==> src/sv/itt_pkg.sv <==
// Types and codes shared by the indexed priority task table.
`timescale 1ns / 1ps
package itt_pkg;

	localparam int ID_W   = 10;
	localparam int USER_W = 17;
	localparam int RANK_W = 30;

	typedef enum logic [1:0] {
		MODE_ADD    = 2'd0,
		MODE_EDIT   = 2'd1,
		MODE_REMOVE = 2'd2,
		MODE_EXEC   = 2'd3
	} mode_t;

	typedef enum logic [1:0] {
		STAT_DONE   = 2'd0,
		STAT_EMPTY  = 2'd1,
		STAT_ABSENT = 2'd2
	} status_t;

	typedef enum logic [2:0] {
		ST_CLEAR,
		ST_IDLE,
		ST_CHECK,
		ST_SCAN,
		ST_SCAN_END,
		ST_FINISH,
		ST_RESP
	} state_t;

	typedef struct packed {
		logic              present;
		logic [USER_W-1:0] owner;
		logic [RANK_W-1:0] rank;
	} entry_t;

	typedef struct packed {
		status_t           status;
		logic [USER_W-1:0] user;
	} result_t;

endpackage

==> src/sv/itt_ctrl.sv <==
// Sequencer for table operations: clearing pass, read-modify-write and the top scan.
`timescale 1ns / 1ps
module itt_ctrl
	import itt_pkg::*;
#(
	parameter int MAX_TASKS = 1024,
	parameter int IDX_W     = 10
) (
	input  logic              clk,
	input  logic              arst_n,
	input  logic              in_valid,
	output logic              in_ready,
	input  mode_t             in_mode,
	input  logic [ID_W-1:0]   in_task_id,
	input  logic [USER_W-1:0] in_user,
	input  logic [RANK_W-1:0] in_prio,
	output logic              res_valid,
	input  logic              res_ready,
	output result_t           res,
	output logic              mem_we,
	output logic [IDX_W-1:0]  mem_waddr,
	output entry_t            mem_wdata,
	output logic              mem_re,
	output logic [IDX_W-1:0]  mem_raddr,
	input  entry_t            mem_rdata
);

	localparam logic [IDX_W-1:0] LAST_IDX = IDX_W'(MAX_TASKS - 1);

	state_t            state_q, state_d;
	logic [IDX_W-1:0]  cnt_q;
	mode_t             mode_q;
	logic [IDX_W-1:0]  id_q;
	logic [RANK_W-1:0] prio_q;
	logic              scan_vld_s1;
	logic [IDX_W-1:0]  scan_idx_s1;
	logic              best_found_q;
	logic [IDX_W-1:0]  best_idx_q;
	logic [RANK_W-1:0] best_rank_q;
	logic [USER_W-1:0] best_owner_q;
	result_t           res_q;

	logic              accept;
	logic              in_range;
	logic [IDX_W-1:0]  in_idx;
	logic              cnt_last;

	assign accept   = in_valid && in_ready;
	assign in_range = 32'(in_task_id) < MAX_TASKS;
	assign in_idx   = IDX_W'(in_task_id);
	assign cnt_last = cnt_q == LAST_IDX;

	always_comb begin
		state_d = state_q;
		case (state_q)
			ST_CLEAR: begin
				if (cnt_last) state_d = ST_IDLE;
			end
			ST_IDLE: begin
				if (accept) begin
					case (in_mode)
						MODE_EXEC: state_d = ST_SCAN;
						MODE_ADD:  state_d = ST_RESP;
						default:   state_d = in_range ? ST_CHECK : ST_RESP;
					endcase
				end
			end
			ST_CHECK:    state_d = ST_RESP;
			ST_SCAN: begin
				if (cnt_last) state_d = ST_SCAN_END;
			end
			ST_SCAN_END: state_d = ST_FINISH;
			ST_FINISH:   state_d = ST_RESP;
			ST_RESP: begin
				if (res_ready) state_d = ST_IDLE;
			end
			default:     state_d = ST_IDLE;
		endcase
	end

	always_comb begin
		in_ready  = 1'b0;
		res_valid = 1'b0;
		mem_we    = 1'b0;
		mem_waddr = '0;
		mem_wdata = '0;
		mem_re    = 1'b0;
		mem_raddr = '0;
		case (state_q)
			ST_CLEAR: begin
				mem_we    = 1'b1;
				mem_waddr = cnt_q;
			end
			ST_IDLE: begin
				in_ready = 1'b1;
				if (in_valid && in_range && in_mode == MODE_ADD) begin
					mem_we    = 1'b1;
					mem_waddr = in_idx;
					mem_wdata = '{present: 1'b1, owner: in_user, rank: in_prio};
				end
				if (in_valid && in_range && (in_mode == MODE_EDIT || in_mode == MODE_REMOVE))
				begin
					mem_re    = 1'b1;
					mem_raddr = in_idx;
				end
			end
			ST_CHECK: begin
				if (mem_rdata.present) begin
					mem_we    = 1'b1;
					mem_waddr = id_q;
					if (mode_q == MODE_EDIT) begin
						mem_wdata = '{present: 1'b1, owner: mem_rdata.owner, rank: prio_q};
					end else begin
						mem_wdata = '{present: 1'b0, owner: mem_rdata.owner,
							rank: mem_rdata.rank};
					end
				end
			end
			ST_SCAN: begin
				mem_re    = 1'b1;
				mem_raddr = cnt_q;
			end
			ST_FINISH: begin
				if (best_found_q) begin
					mem_we    = 1'b1;
					mem_waddr = best_idx_q;
					mem_wdata = '{present: 1'b0, owner: best_owner_q, rank: best_rank_q};
				end
			end
			ST_RESP: begin
				res_valid = 1'b1;
			end
			default: begin
			end
		endcase
	end

	always_ff @(posedge clk or negedge arst_n) begin
		if (!arst_n) begin
			state_q      <= ST_CLEAR;
			cnt_q        <= '0;
			scan_vld_s1  <= 1'b0;
			best_found_q <= 1'b0;
		end else begin
			state_q     <= state_d;
			scan_vld_s1 <= state_q == ST_SCAN;
			if (state_q == ST_CLEAR || state_q == ST_SCAN) begin
				cnt_q <= cnt_last ? '0 : cnt_q + 1'b1;
			end
			if (accept) begin
				best_found_q <= 1'b0;
			end else if (scan_vld_s1 && mem_rdata.present &&
				(!best_found_q || mem_rdata.rank >= best_rank_q)) begin
				best_found_q <= 1'b1;
			end
		end
	end

	always_ff @(posedge clk) begin
		scan_idx_s1 <= cnt_q;
		if (accept) begin
			mode_q <= in_mode;
			id_q   <= in_idx;
			prio_q <= in_prio;
			res_q  <= '{status: (in_range ? STAT_DONE : STAT_ABSENT), user: '0};
		end
		if (scan_vld_s1 && mem_rdata.present &&
			(!best_found_q || mem_rdata.rank >= best_rank_q)) begin
			best_idx_q   <= scan_idx_s1;
			best_rank_q  <= mem_rdata.rank;
			best_owner_q <= mem_rdata.owner;
		end
		if (state_q == ST_CHECK) begin
			res_q <= '{status: (mem_rdata.present ? STAT_DONE : STAT_ABSENT), user: '0};
		end
		if (state_q == ST_FINISH) begin
			if (best_found_q) begin
				res_q <= '{status: STAT_DONE, user: best_owner_q};
			end else begin
				res_q <= '{status: STAT_EMPTY, user: '0};
			end
		end
	end

	assign res = res_q;

`ifndef SYNTH
	a_no_write_in_scan: assert property (@(posedge clk) disable iff (!arst_n)
		(state_q == ST_SCAN) |-> !mem_we)
		else $error("table written during top scan");

	a_check_after_read: assert property (@(posedge clk) disable iff (!arst_n)
		(state_q == ST_CHECK) |-> $past(mem_re))
		else $error("entry check without a preceding read");

	a_empty_only_exec: assert property (@(posedge clk) disable iff (!arst_n)
		(res_valid && res.status == STAT_EMPTY) |-> (mode_q == MODE_EXEC && !best_found_q))
		else $error("empty status outside a failed execute");

	a_result_held: assert property (@(posedge clk) disable iff (!arst_n)
		(res_valid && !res_ready) |=> (res_valid && $stable(res)))
		else $error("pending result changed before it was taken");
`endif

endmodule

==> config.mk <==
export PLATFORM = sky130hd
export DESIGN_NAME = itt_ctrl
export DESIGN_NICKNAME = d
export VERILOG_FILES = /design/src/sv/itt_pkg.sv /design/src/sv/itt_ctrl.sv
export SDC_FILE = /design/constraint.sdc
export NUM_CORES = 1
export LEC_CHECK = 0
export ABC_AREA = 0
export BUFFER_PORTS_ARGS = -buffer_cell sky130_fd_sc_hd__buf_2
export CAP_MARGIN = 20
export CORE_MARGIN = 5
export CORE_UTILIZATION = 52
export DETAILED_ROUTE_END_ITERATION = 16
export PLACE_DENSITY = 0.8
export SLEW_MARGIN = 15
export SYNTH_ARGS = -nofsm -noshare
export SYNTH_HDL_FRONTEND = slang
export SYNTH_SLANG_ARGS = --single-unit
==> constraint.sdc <==
create_clock -name clk -period 5.5 [get_ports clk]
set_clock_uncertainty 0.05 [all_clocks]
set_input_delay 0.275 -clock clk [delete_from_list [all_inputs] [get_ports clk]]
set_output_delay 0.275 -clock clk [all_outputs]
set_load 0.01 [all_outputs]
* Yosys cells after proc, flatten, opt, wreduce, memory -nomap -nowiden
Cells that the tools add are included.
** Word-level totals
- Memory bits (read-only) :: 0
- Flip-flop bits (word level) :: 143
- Memory bits (writable) :: 0
- Bits in latches :: 0
- Output and inout port bits :: 91
- Input port bits :: 111
- Memories kept :: 0
** Cells by class
- $lt $le $gt $ge :: 1
- Bitwise operators :: 0
- Eq/ne operators :: 15
- Muxes and demuxes :: 33
- Multipliers :: 0
- Shift operators :: 0
- Div/mod/pow operators :: 0
- $add $sub $neg :: 1
- Reduce and logical (&&, ||, !) cells :: 15
** Operators with widths (count)
- 48-bit 2-to-1 mux :: 3
- 48-bit one-hot mux with 3 select lines :: 1
- 19-bit 2-to-1 mux :: 3
- 10-bit 2-to-1 mux :: 5
- 47-bit 2-to-1 mux :: 1
- 10-bit one-hot mux with 4 select lines :: 1
- 30-bit greater-or-equal comparator :: 1
- 10-bit one-hot mux with 2 select lines :: 1
- 18-bit 2-to-1 mux :: 1
- 3-bit one-hot mux with 6 select lines :: 1
- 3-bit 2-to-1 mux :: 4
- 10-bit by 1-bit adder with 10-bit output, second input constant :: 1
- 10-bit equality test, second input constant :: 1
- 3-bit equality test, second input constant :: 3
- 1-bit 2-to-1 mux :: 8
- 2-bit inequality test, second input constant :: 4
- 3-bit by 2-bit equality test with 1-bit output, second input constant :: 2
- 3-bit one-hot mux with 2 select lines :: 1
- 1-bit logical AND :: 5
- 2-bit by 1-bit equality test with 1-bit output, second input constant :: 2
- 2-bit equality test, second input constant :: 2
- 1-bit one-hot mux with 4 select lines :: 1
- 4-bit AND reduction :: 1
- 3-bit by 1-bit equality test with 1-bit output, second input constant :: 1
- other kinds (9) :: 11

* Longest topological paths before layout
Gate-level depths: netlist (run 1).
- Depth after elaboration :: 6
- Mapped depth :: 9

* Worst setup path after synthesis (run 1)
OpenSTA, ideal clock, no wires.
- Kind :: register -> register
- Start :: reg best_rank_q[21]
- End :: reg best_idx_q[0], enable pin
- Path buffers :: 0
- Data arrival time :: 4.129 ns
- Stages on the path, launching flop included :: 7
- Path slack :: 0.815 ns
- Setup time :: 0.506 ns
- Cell sequence :: edfxtp_1 > inv_1 > ha_1 > nand4_1 > nor4_1 > a211oi_1 > a31oi_1
** On the way
- Longest elaborated chain between the ends :: 3
** RTL lines
- start, declared :: line itt_ctrl.sv:39 : logic [RANK_W-1:0] best_rank_q;
- start signal, assigned :: line itt_ctrl.sv:170 : best_rank_q <= mem_rdata.rank;
- 30-bit greater-or-equal comparator :: line itt_ctrl.sv:168 : (!best_found_q || mem_rdata.rank >= best_rank_q)) begin
- 1-bit logical OR :: line itt_ctrl.sv:168
- 1-bit logical AND :: line itt_ctrl.sv:167 : if (scan_vld_s1 && mem_rdata.present &&
- end signal, assigned :: line itt_ctrl.sv:169 : best_idx_q <= scan_idx_s1;
- end, declared :: line itt_ctrl.sv:38 : logic [IDX_W-1:0] best_idx_q;
No other way between the ends.
A chain may end at the register's enable or synchronous reset.

* Worst setup path after layout (run 1)
- Start :: reg best_rank_q[20]
- End :: reg best_rank_q[14], enable pin
** On the way
- Longest elaborated chain between the ends :: 3
** RTL lines (line)
- 30-bit greater-or-equal comparator :: itt_ctrl.sv:168
- 1-bit logical OR :: itt_ctrl.sv:168
- 1-bit logical AND :: itt_ctrl.sv:167
No other way between the ends.

==> results of run 1 <==
[per-layer routing]
metal | part of all wire [%] | routed length, µm
met1 | 38 | 6960
met2 | 50 | 9130
met3 | 9.0 | 1640
met4 | 2.6 | 471
met5 | 0.071 | 13
[stage by stage]
| step | total power, W | hold slack (ns) | worst slack [ns] | instances |
|---|---|---|---|---|
| global placement | 0.00262 | 0.140 | 2.30 | 900 |
| finish | 0.00382 | 0.0117 | 1.96 | 981 |
| CTS | 0.00382 | 0.0000197 | 1.99 | 972 |
| floorplan | 0.00224 | -0.0706 | 0.815 | 553 |
| detailed placement | 0.00266 | 0.148 | 1.97 | 900 |
| global route | 0.00401 | 0.00238 | 1.78 | 980 |
[kinds of logic after synthesis]
family          share of synthesized area [%]
fa+ha+maj                                6.32
buf+inv                                  4.26
compound gates                           15.3
flops                                    61.2
simple gates                             11.7
xor+xnor                                 1.04
mux                                     0.149
[worst max-delay path, stage by stage (launching register included)]
cell      delay, ns
edfxtp_1       0.34
inv_1          0.06
ha_1           0.30
nand4_1        0.18
nor4_1         0.48
o311ai_0       0.38
a31oi_4        0.89
buf_4          0.52
[power by group]
group	total, W	internal, W	switching [W]
clock	0.00113	0.000707	0.000428
combinational	0.00108	0.000434	0.000650
sequential	0.00160	0.00147	0.000133
[cells in the final DEF, fill, tap and decap left out, types with 11 or more instances in the layout]
cell             n
buf_2          201
edfxtp_1       118
nand2_1         94
a221o_1         48
a21oi_1         47
dlygate4sd3_1   45
inv_1           35
ha_1            34
clkbuf_16       21
and2_1          20
nor2_1          15
dfrtp_1         15
a22o_1          11
[state kept, by name, summed over array words and instances, names as in the netlist]
signal / count
scan_vld_s1: 1
state_q: 3
best_rank_q: 30
scan_idx_s1: 10
res: 19
best_idx_q: 10
best_owner_q: 17
cnt_q: 10
id_q: 10
prio_q: 30
best_found_q: 1
mode_q: 2
[worst min-delay path by stage]
| stage | from | endpoint | slack [ns] | depth (start not counted) |
|---|---|---|---|---|
| 2_1_floorplan | arst_n | best_found_q$_DFFE_PN0P_ | -0.07 | 0 |
| 3_3_place_gp | arst_n | cnt_q[6]$_DFFE_PN0P_ | 0.14 | 1 |
| 3_5_place_dp | arst_n | cnt_q[8]$_DFFE_PN0P_ | 0.15 | 1 |
| 4_1_cts | in_task_id[8] | id_q[8]$_DFFE_PP_ | 0.00002 | 1 |
| 5_1_grt | in_prio[17] | prio_q[17]$_DFFE_PP_ | 0.002 | 1 |
| 6_report | in_prio[8] | prio_q[8]$_DFFE_PP_ | 0.01 | 1 |
[layout make-up]
cell class                 instances  area (µm²)
sequential                       143        4120
fill                             939        3710
multi-input combinational        344        2340
timing repair buffer             253        1540
clock buffer                      25         561
tap                              172         215
inverter                          35         131
clock inverter                     7        41.3
antenna                            2        5.00
[timing repair]
action / CTS / global route
endpoints found under the hold margin: 54 / 5
hold buffers: 40 / 5
endpoints found under the setup margin: 0 / 0
==> impl_results.md, run 1 <==
- Wire length per cell: 18.6 µm
- All-Layer GR Usage: 23.4%
- Yosys reg bits: 143
- Grt peak-use layer: met2
- Outcome: completed
- Leak Pwr: 4.02 nW
- R2r startpoint: best_rank_q[20]$_DFFE_PP_
- R2r setup slk: 1.96 ns
- Clock Pin Slew Worst Setup and Hold Paths: 0.06 ns
- Final Util: 70.7%
- GRT Residual Overflow: 0
- Worst hold path class: input pin to flip-flop
- Largest net degree at the start of global routing: 60
- Fin nets: 939
- Critical path launch point type: flip-flop
- Most common cell in the netlist: edfxtp_1
- IO Port Bufs: 201
- Routability cong.: 0.833
- Max Cap Viol: 0
- Register area share after synthesis: 61.2%
- Final Max Tran Viols: 0
- Final instance area: 8960 µm²
- Maximum clock insertion buffer count: 2
- Critical Path AT: 3.56 ns
- Worst r2r dst: best_rank_q[14]$_DFFE_PP_
- Area contributors post-synth: edfxtp_1 53%, a221o_1 7.1%, ha_1 6.3%
- Top-Level Pins: 202
- Worst Reg2Reg Path Length in Cells: 7
- Die footprint: 15300 µm²
- Vias: 5595
- Area growth syn-to-layout: 33.1%
- CP endpoint: best_rank_q[14]$_DFFE_PP_
- Minimum clock period: 3.54 ns
- CTS Root Cell: clkbuf_16
- Final Hold Viols: 0
- Starting DRT DRC Count: 599
- Crit path from: best_rank_q[20]$_DFFE_PP_
- Met1 Usage GRT: 28.1%
- CP endpoint kind: flip-flop
- Die Y: 124 µm
- # DRC: 0
- Num CTS Buffers: 17
- Distinct cells, synth: 42
- Synth cell count leaders: 118 x edfxtp_1, 94 x nand2_1, 48 x a221o_1
- Max-slew headroom: 32.3%
- Initial antenna violation count: 2
- Initial Util: 53.1%
- Vias/cell: 5.70
- Final setup viols: 0
- CTS H-Tree Depth: 4
- Final WL: 18200 µm
- GRT met3 Usage: 5.68%
- Critical Path RT: 5.52 ns
- Placeable Area: 12700 µm²
- Setup TNS Final: 0 ns
- PwrDens: 426 nW/µm²
- Post-CTS setup buffer count: 0
- Yosys top cell by area: edfxtp_1
- Post-synth top area share: 52.6%
- Synth Instances: 553
- Clk_lat worst skew: 0.42 ns
- Clk sinks: 143
- Drt pass-1 iters: 6
- RSZ-0062 raised after global routing: no
- Async set or reset register ratio after synthesis: 10.5%
- TritonCTS clock tree: yes
- Die width: 124 µm
- Mean Syn Cell Area: 12.2 µm²
- Row count: 41
- Cell area after synthesis: 6730 µm²
- Syn Nets: 698
- First-pass GRT wire length: 27400 µm
- Post-DP Area: 7850 µm²
- Max FO, Critical Path: 30
- Maximum clock rate: 0.282 GHz
- Yosys warns: 0
- Post-cts resize count: 0
- Crit Path Class: flip-flop to flip-flop
- Vias in the first global route: 5536
- ANT nets after route: 0
- Number of flops mapped to enable cells by yosys: 118
- Main synth FF type: edfxtp_1
- Tightest Pin Transition: 1.02 ns
- Met2 usage: 40.6%
- Layout cell share with drive strength beyond 1: 30.5%
- Post-DP HPWL: 12000 µm
- Worst IR drop on VDD: 315 µV
- Tcrit/Tclk final: 64.4%
Power figures use the tool's default switching activity.
==> run 2: changes to the inputs <==
Settings changed: ABC_AREA 0 to 1.
Clock period 5.5 ns to 3.4 ns, I/O delays scaled along.
==> run 2 against run 1 <==
Against the previous run:
- area after synthesis rose by 4.0%
- non-clock buffer count increased by 49
- setup slack got worse by 1.4 ns
- largest cell class unchanged
- sequential power increased by 58%
==> impl_results.md, run 2 <==
- Multi-input logic area: 2460 µm² (+4.9%)
- Minimum clock period: 2.82 ns
- Row count: 42 (+2.4%)
- Final worst slack: 0.581 ns (-1.38 ns)
- Final Hold Viols: 0 (unchanged)
- Routability cong.: 0.812 (-2.6%)
- Initial antenna violation count: 1 (-1)
- Area growth syn-to-layout: 38.0%
- Tightest Pin Transition: 0.759 ns (-0.256 ns)
- Crit Path Class: flip-flop to primary output
- RSZ-0062 raised after global routing: no
- Critical path launch point type: flip-flop
- Pint: 0.00414 W (+59%)
- Clock Power Share: 28.2% (-1.5 points)
- Maximum clock rate: 0.355 GHz
- All-Layer GR Usage: 25.9% (+2.5 points)
- Max FO, Critical Path: 26 (-13%)
- Number of flops mapped to enable cells by yosys: 118 (unchanged)
- Switching Fraction: 33.2% (+1.5 points)
- Main synth FF type: edfxtp_1
- Placeable Area: 13200 µm² (+4.5%)
- Leak Pwr: 4.41 nW (+9.8%)
- Vias/cell: 5.47 (-4.1%)
- Async set or reset register ratio after synthesis: 10.5% (unchanged)
- Die Y: 126 µm (+1.8%)
- Reg area: 4120 µm² (unchanged)
- Yosys warns: 0 (unchanged)
- Pre-CTS setup slack: 0.849 ns (-1.12 ns)
- Num CTS Buffers: 17 (unchanged)
- Syn Nets: 791 (+13%)
- Setup TNS Final: 0 ns (unchanged)
- Distinct cells, synth: 32 (-24%)
- DP Cell Count: 1008 (+12%)
- Clk sinks: 143 (unchanged)
- Clock Pin Slew Worst Setup and Hold Paths: 0.05 ns (about the same)
- Fin nets: 1086 (+16%)
- Post-cts resize count: 0 (unchanged)
- Starting DRT DRC Count: 554 (-7.5%)
- Wire length per cell: 18.2 µm (-1.9%)
- Initial Util: 52.9% (-0.27 points)
- ANT nets after route: 0 (unchanged)
- Largest net degree at the start of global routing: 48 (-20%)
- Combinational Power Share: 31.0% (+2.6 points)
- Synth cell count leaders: 155 x nand2_1, 118 x edfxtp_1, 78 x inv_1
- Final WL: 20600 µm (+13%)
- Vias in the first global route: 6198 (+12%)
- Post-DP HPWL: 12800 µm (+6.2%)
- PwrDens: 642 nW/µm² (+50%)
- # DRC: 0 (unchanged)
- CTS H-Tree Depth: 4 (unchanged)
- Layout cell share with drive strength beyond 1: 29.1% (-1.3 points)
- TritonCTS clock tree: yes
- Max Cap Viol: 0 (unchanged)
- Yosys reg bits: 143 (unchanged)
- Tcrit/Tclk final: 82.9%
- Vias: 6183 (+11%)
- Most common cell in the netlist: nand2_1
- Fin Hold WS: 0.0292 ns (+0.0174 ns)
- Worst IR drop on VDD: 375 µV (+19%)
- Final Non-Filler Cells: 1131 (+15%)
- GRT Residual Overflow: 0 (unchanged)
- Top-Level Pins: 202 (unchanged)
- Fillcell total: 878 (-6.5%)
- Hold-fix buffers, CTS: 90 (+130%)
- CP endpoint kind: primary output
- IO Port Bufs: 201 (unchanged)
- Switching pwr: 0.00206 W (+70%)
- Reg power frac: 40.8% (-1.1 points)
- Register area share after synthesis: 58.8% (-2.3 points)
- Worst hold path class: input pin to flip-flop
- Final Max Tran Viols: 0 (unchanged)
- Mean Syn Cell Area: 10.8 µm² (-11%)
- Outcome: completed
- Post-synth top area share: 50.6% (-2.0 points)
- Die width: 126 µm (+1.8%)
- Synth Instances: 646 (+17%)
- Critical Path AT: 2.60 ns (-0.96 ns)
- Max-slew headroom: 49.3% (+17 points)
- Drt pass-1 iters: 6 (unchanged)
- Die footprint: 15900 µm² (+3.7%)
- Yosys top cell by area: edfxtp_1
- Commonest non-fill, non-tap cell in the layout: buf_2
- CTS Root Cell: clkbuf_16
- Most frequent cells in the layout: 201 x buf_2, 155 x nand2_1, 118 x edfxtp_1
- Post-CTS setup buffer count: 0 (unchanged)
- Maximum clock insertion buffer count: 2 (unchanged)
- Clk_lat worst skew: 0.42 ns (about the same)
- First-pass GRT wire length: 32300 µm (+18%)
- Area contributors post-synth: edfxtp_1 51%, nand2_1 8.3%, ha_1 6.1%
- Critical Path RT: 3.18 ns (-2.34 ns)
- Final setup viols: 0 (unchanged)
- Overall Power: 0.00620 W (+62%)
- Cell area after synthesis: 7000 µm² (+4.0%)
## run 2: power by group through the flow
stage / combinational, W / sequential [W] / clock, W
floorplan: 0.00107 / 0.00257 / 0
global placement: 0.00177 / 0.00254 / 0
detailed placement: 0.00180 / 0.00255 / 0
CTS: 0.00190 / 0.00252 / 0.00177
global route: 0.00211 / 0.00256 / 0.00183
finish: 0.00192 / 0.00253 / 0.00174
## run 2: final timing paths
kind / start / slack, ns / to / cells after the start
setup / recovery: state_q[1]$_DFFE_PN0P_ / 0.58 / mem_wdata[6] / 9
hold / removal: res_ready / 0.03 / state_q[2]$_DFFE_PN0P_ / 3
setup reg to reg: state_q[1]$_DFFE_PN0P_ / 0.88 / res[5]$_SDFFCE_PN0P_ / 6
hold reg to reg: cnt_q[2]$_DFFE_PN0P_ / 0.35 / scan_idx_s1[2]$_DFF_P_ / 0
max in group asynchronous: arst_n / 2.89 / cnt_q[3]$_DFFE_PN0P_ / 2
min in group asynchronous: arst_n / 0.15 / state_q[1]$_DFFE_PN0P_ / 2
## run 2: cell type report
class | instances | area share [%]
clock buffer | 27 | 5.55
inverter | 81 | 3.15
clock inverter | 5 | 0.259
sequential | 143 | 42.7
multi-input combinational | 396 | 25.5
antenna | 1 | 0.0259
timing repair buffer | 302 | 20.6
tap | 176 | 2.28
## run 2: cell families (layout without fill, tap and decap cells)
logic type / Yosys count / in the layout / share of synthesized area (%)
compound gates: 100 / 100 / 10.5
xor+xnor: 5 / 5 / 0.626
fa+ha+maj: 34 / 34 / 6.08
buf+inv: 107 / 415 / 6.17
flops: 143 / 143 / 58.8
mux: 30 / 30 / 4.83
other cells: 0 / 1 / 0
simple gates: 227 / 227 / 13.0
## run 2: critical path: stages, from the launching register on
cell     delay, ns
dfrtp_1       0.43
inv_2         0.12
nand2_2       0.10
nor3_4        0.14
nand2_2       0.18
inv_2         0.41
buf_4         0.40
a22oi_1       0.15
nand2_1       0.09
buf_2         0.13
## run 2: through the flow
step	utilization, %	area [µm²]
after detailed placement	61.9	8190
after floorplan	-	7000
after CTS	72.9	9650
after global routing	72.9	9660
final	72.9	9660
after global placement	61.9	8190
## run 2: metal layers
metal / vias up / GRT usage (%) / wire (µm)
met5: - / 0 / 0
met4: 0 / 11.5 / 690
met3: 62 / 5.21 / 1350
met2: 298 / 44.5 / 10600
met1: 2960 / 31.7 / 7940
li1: 2863 / - / -
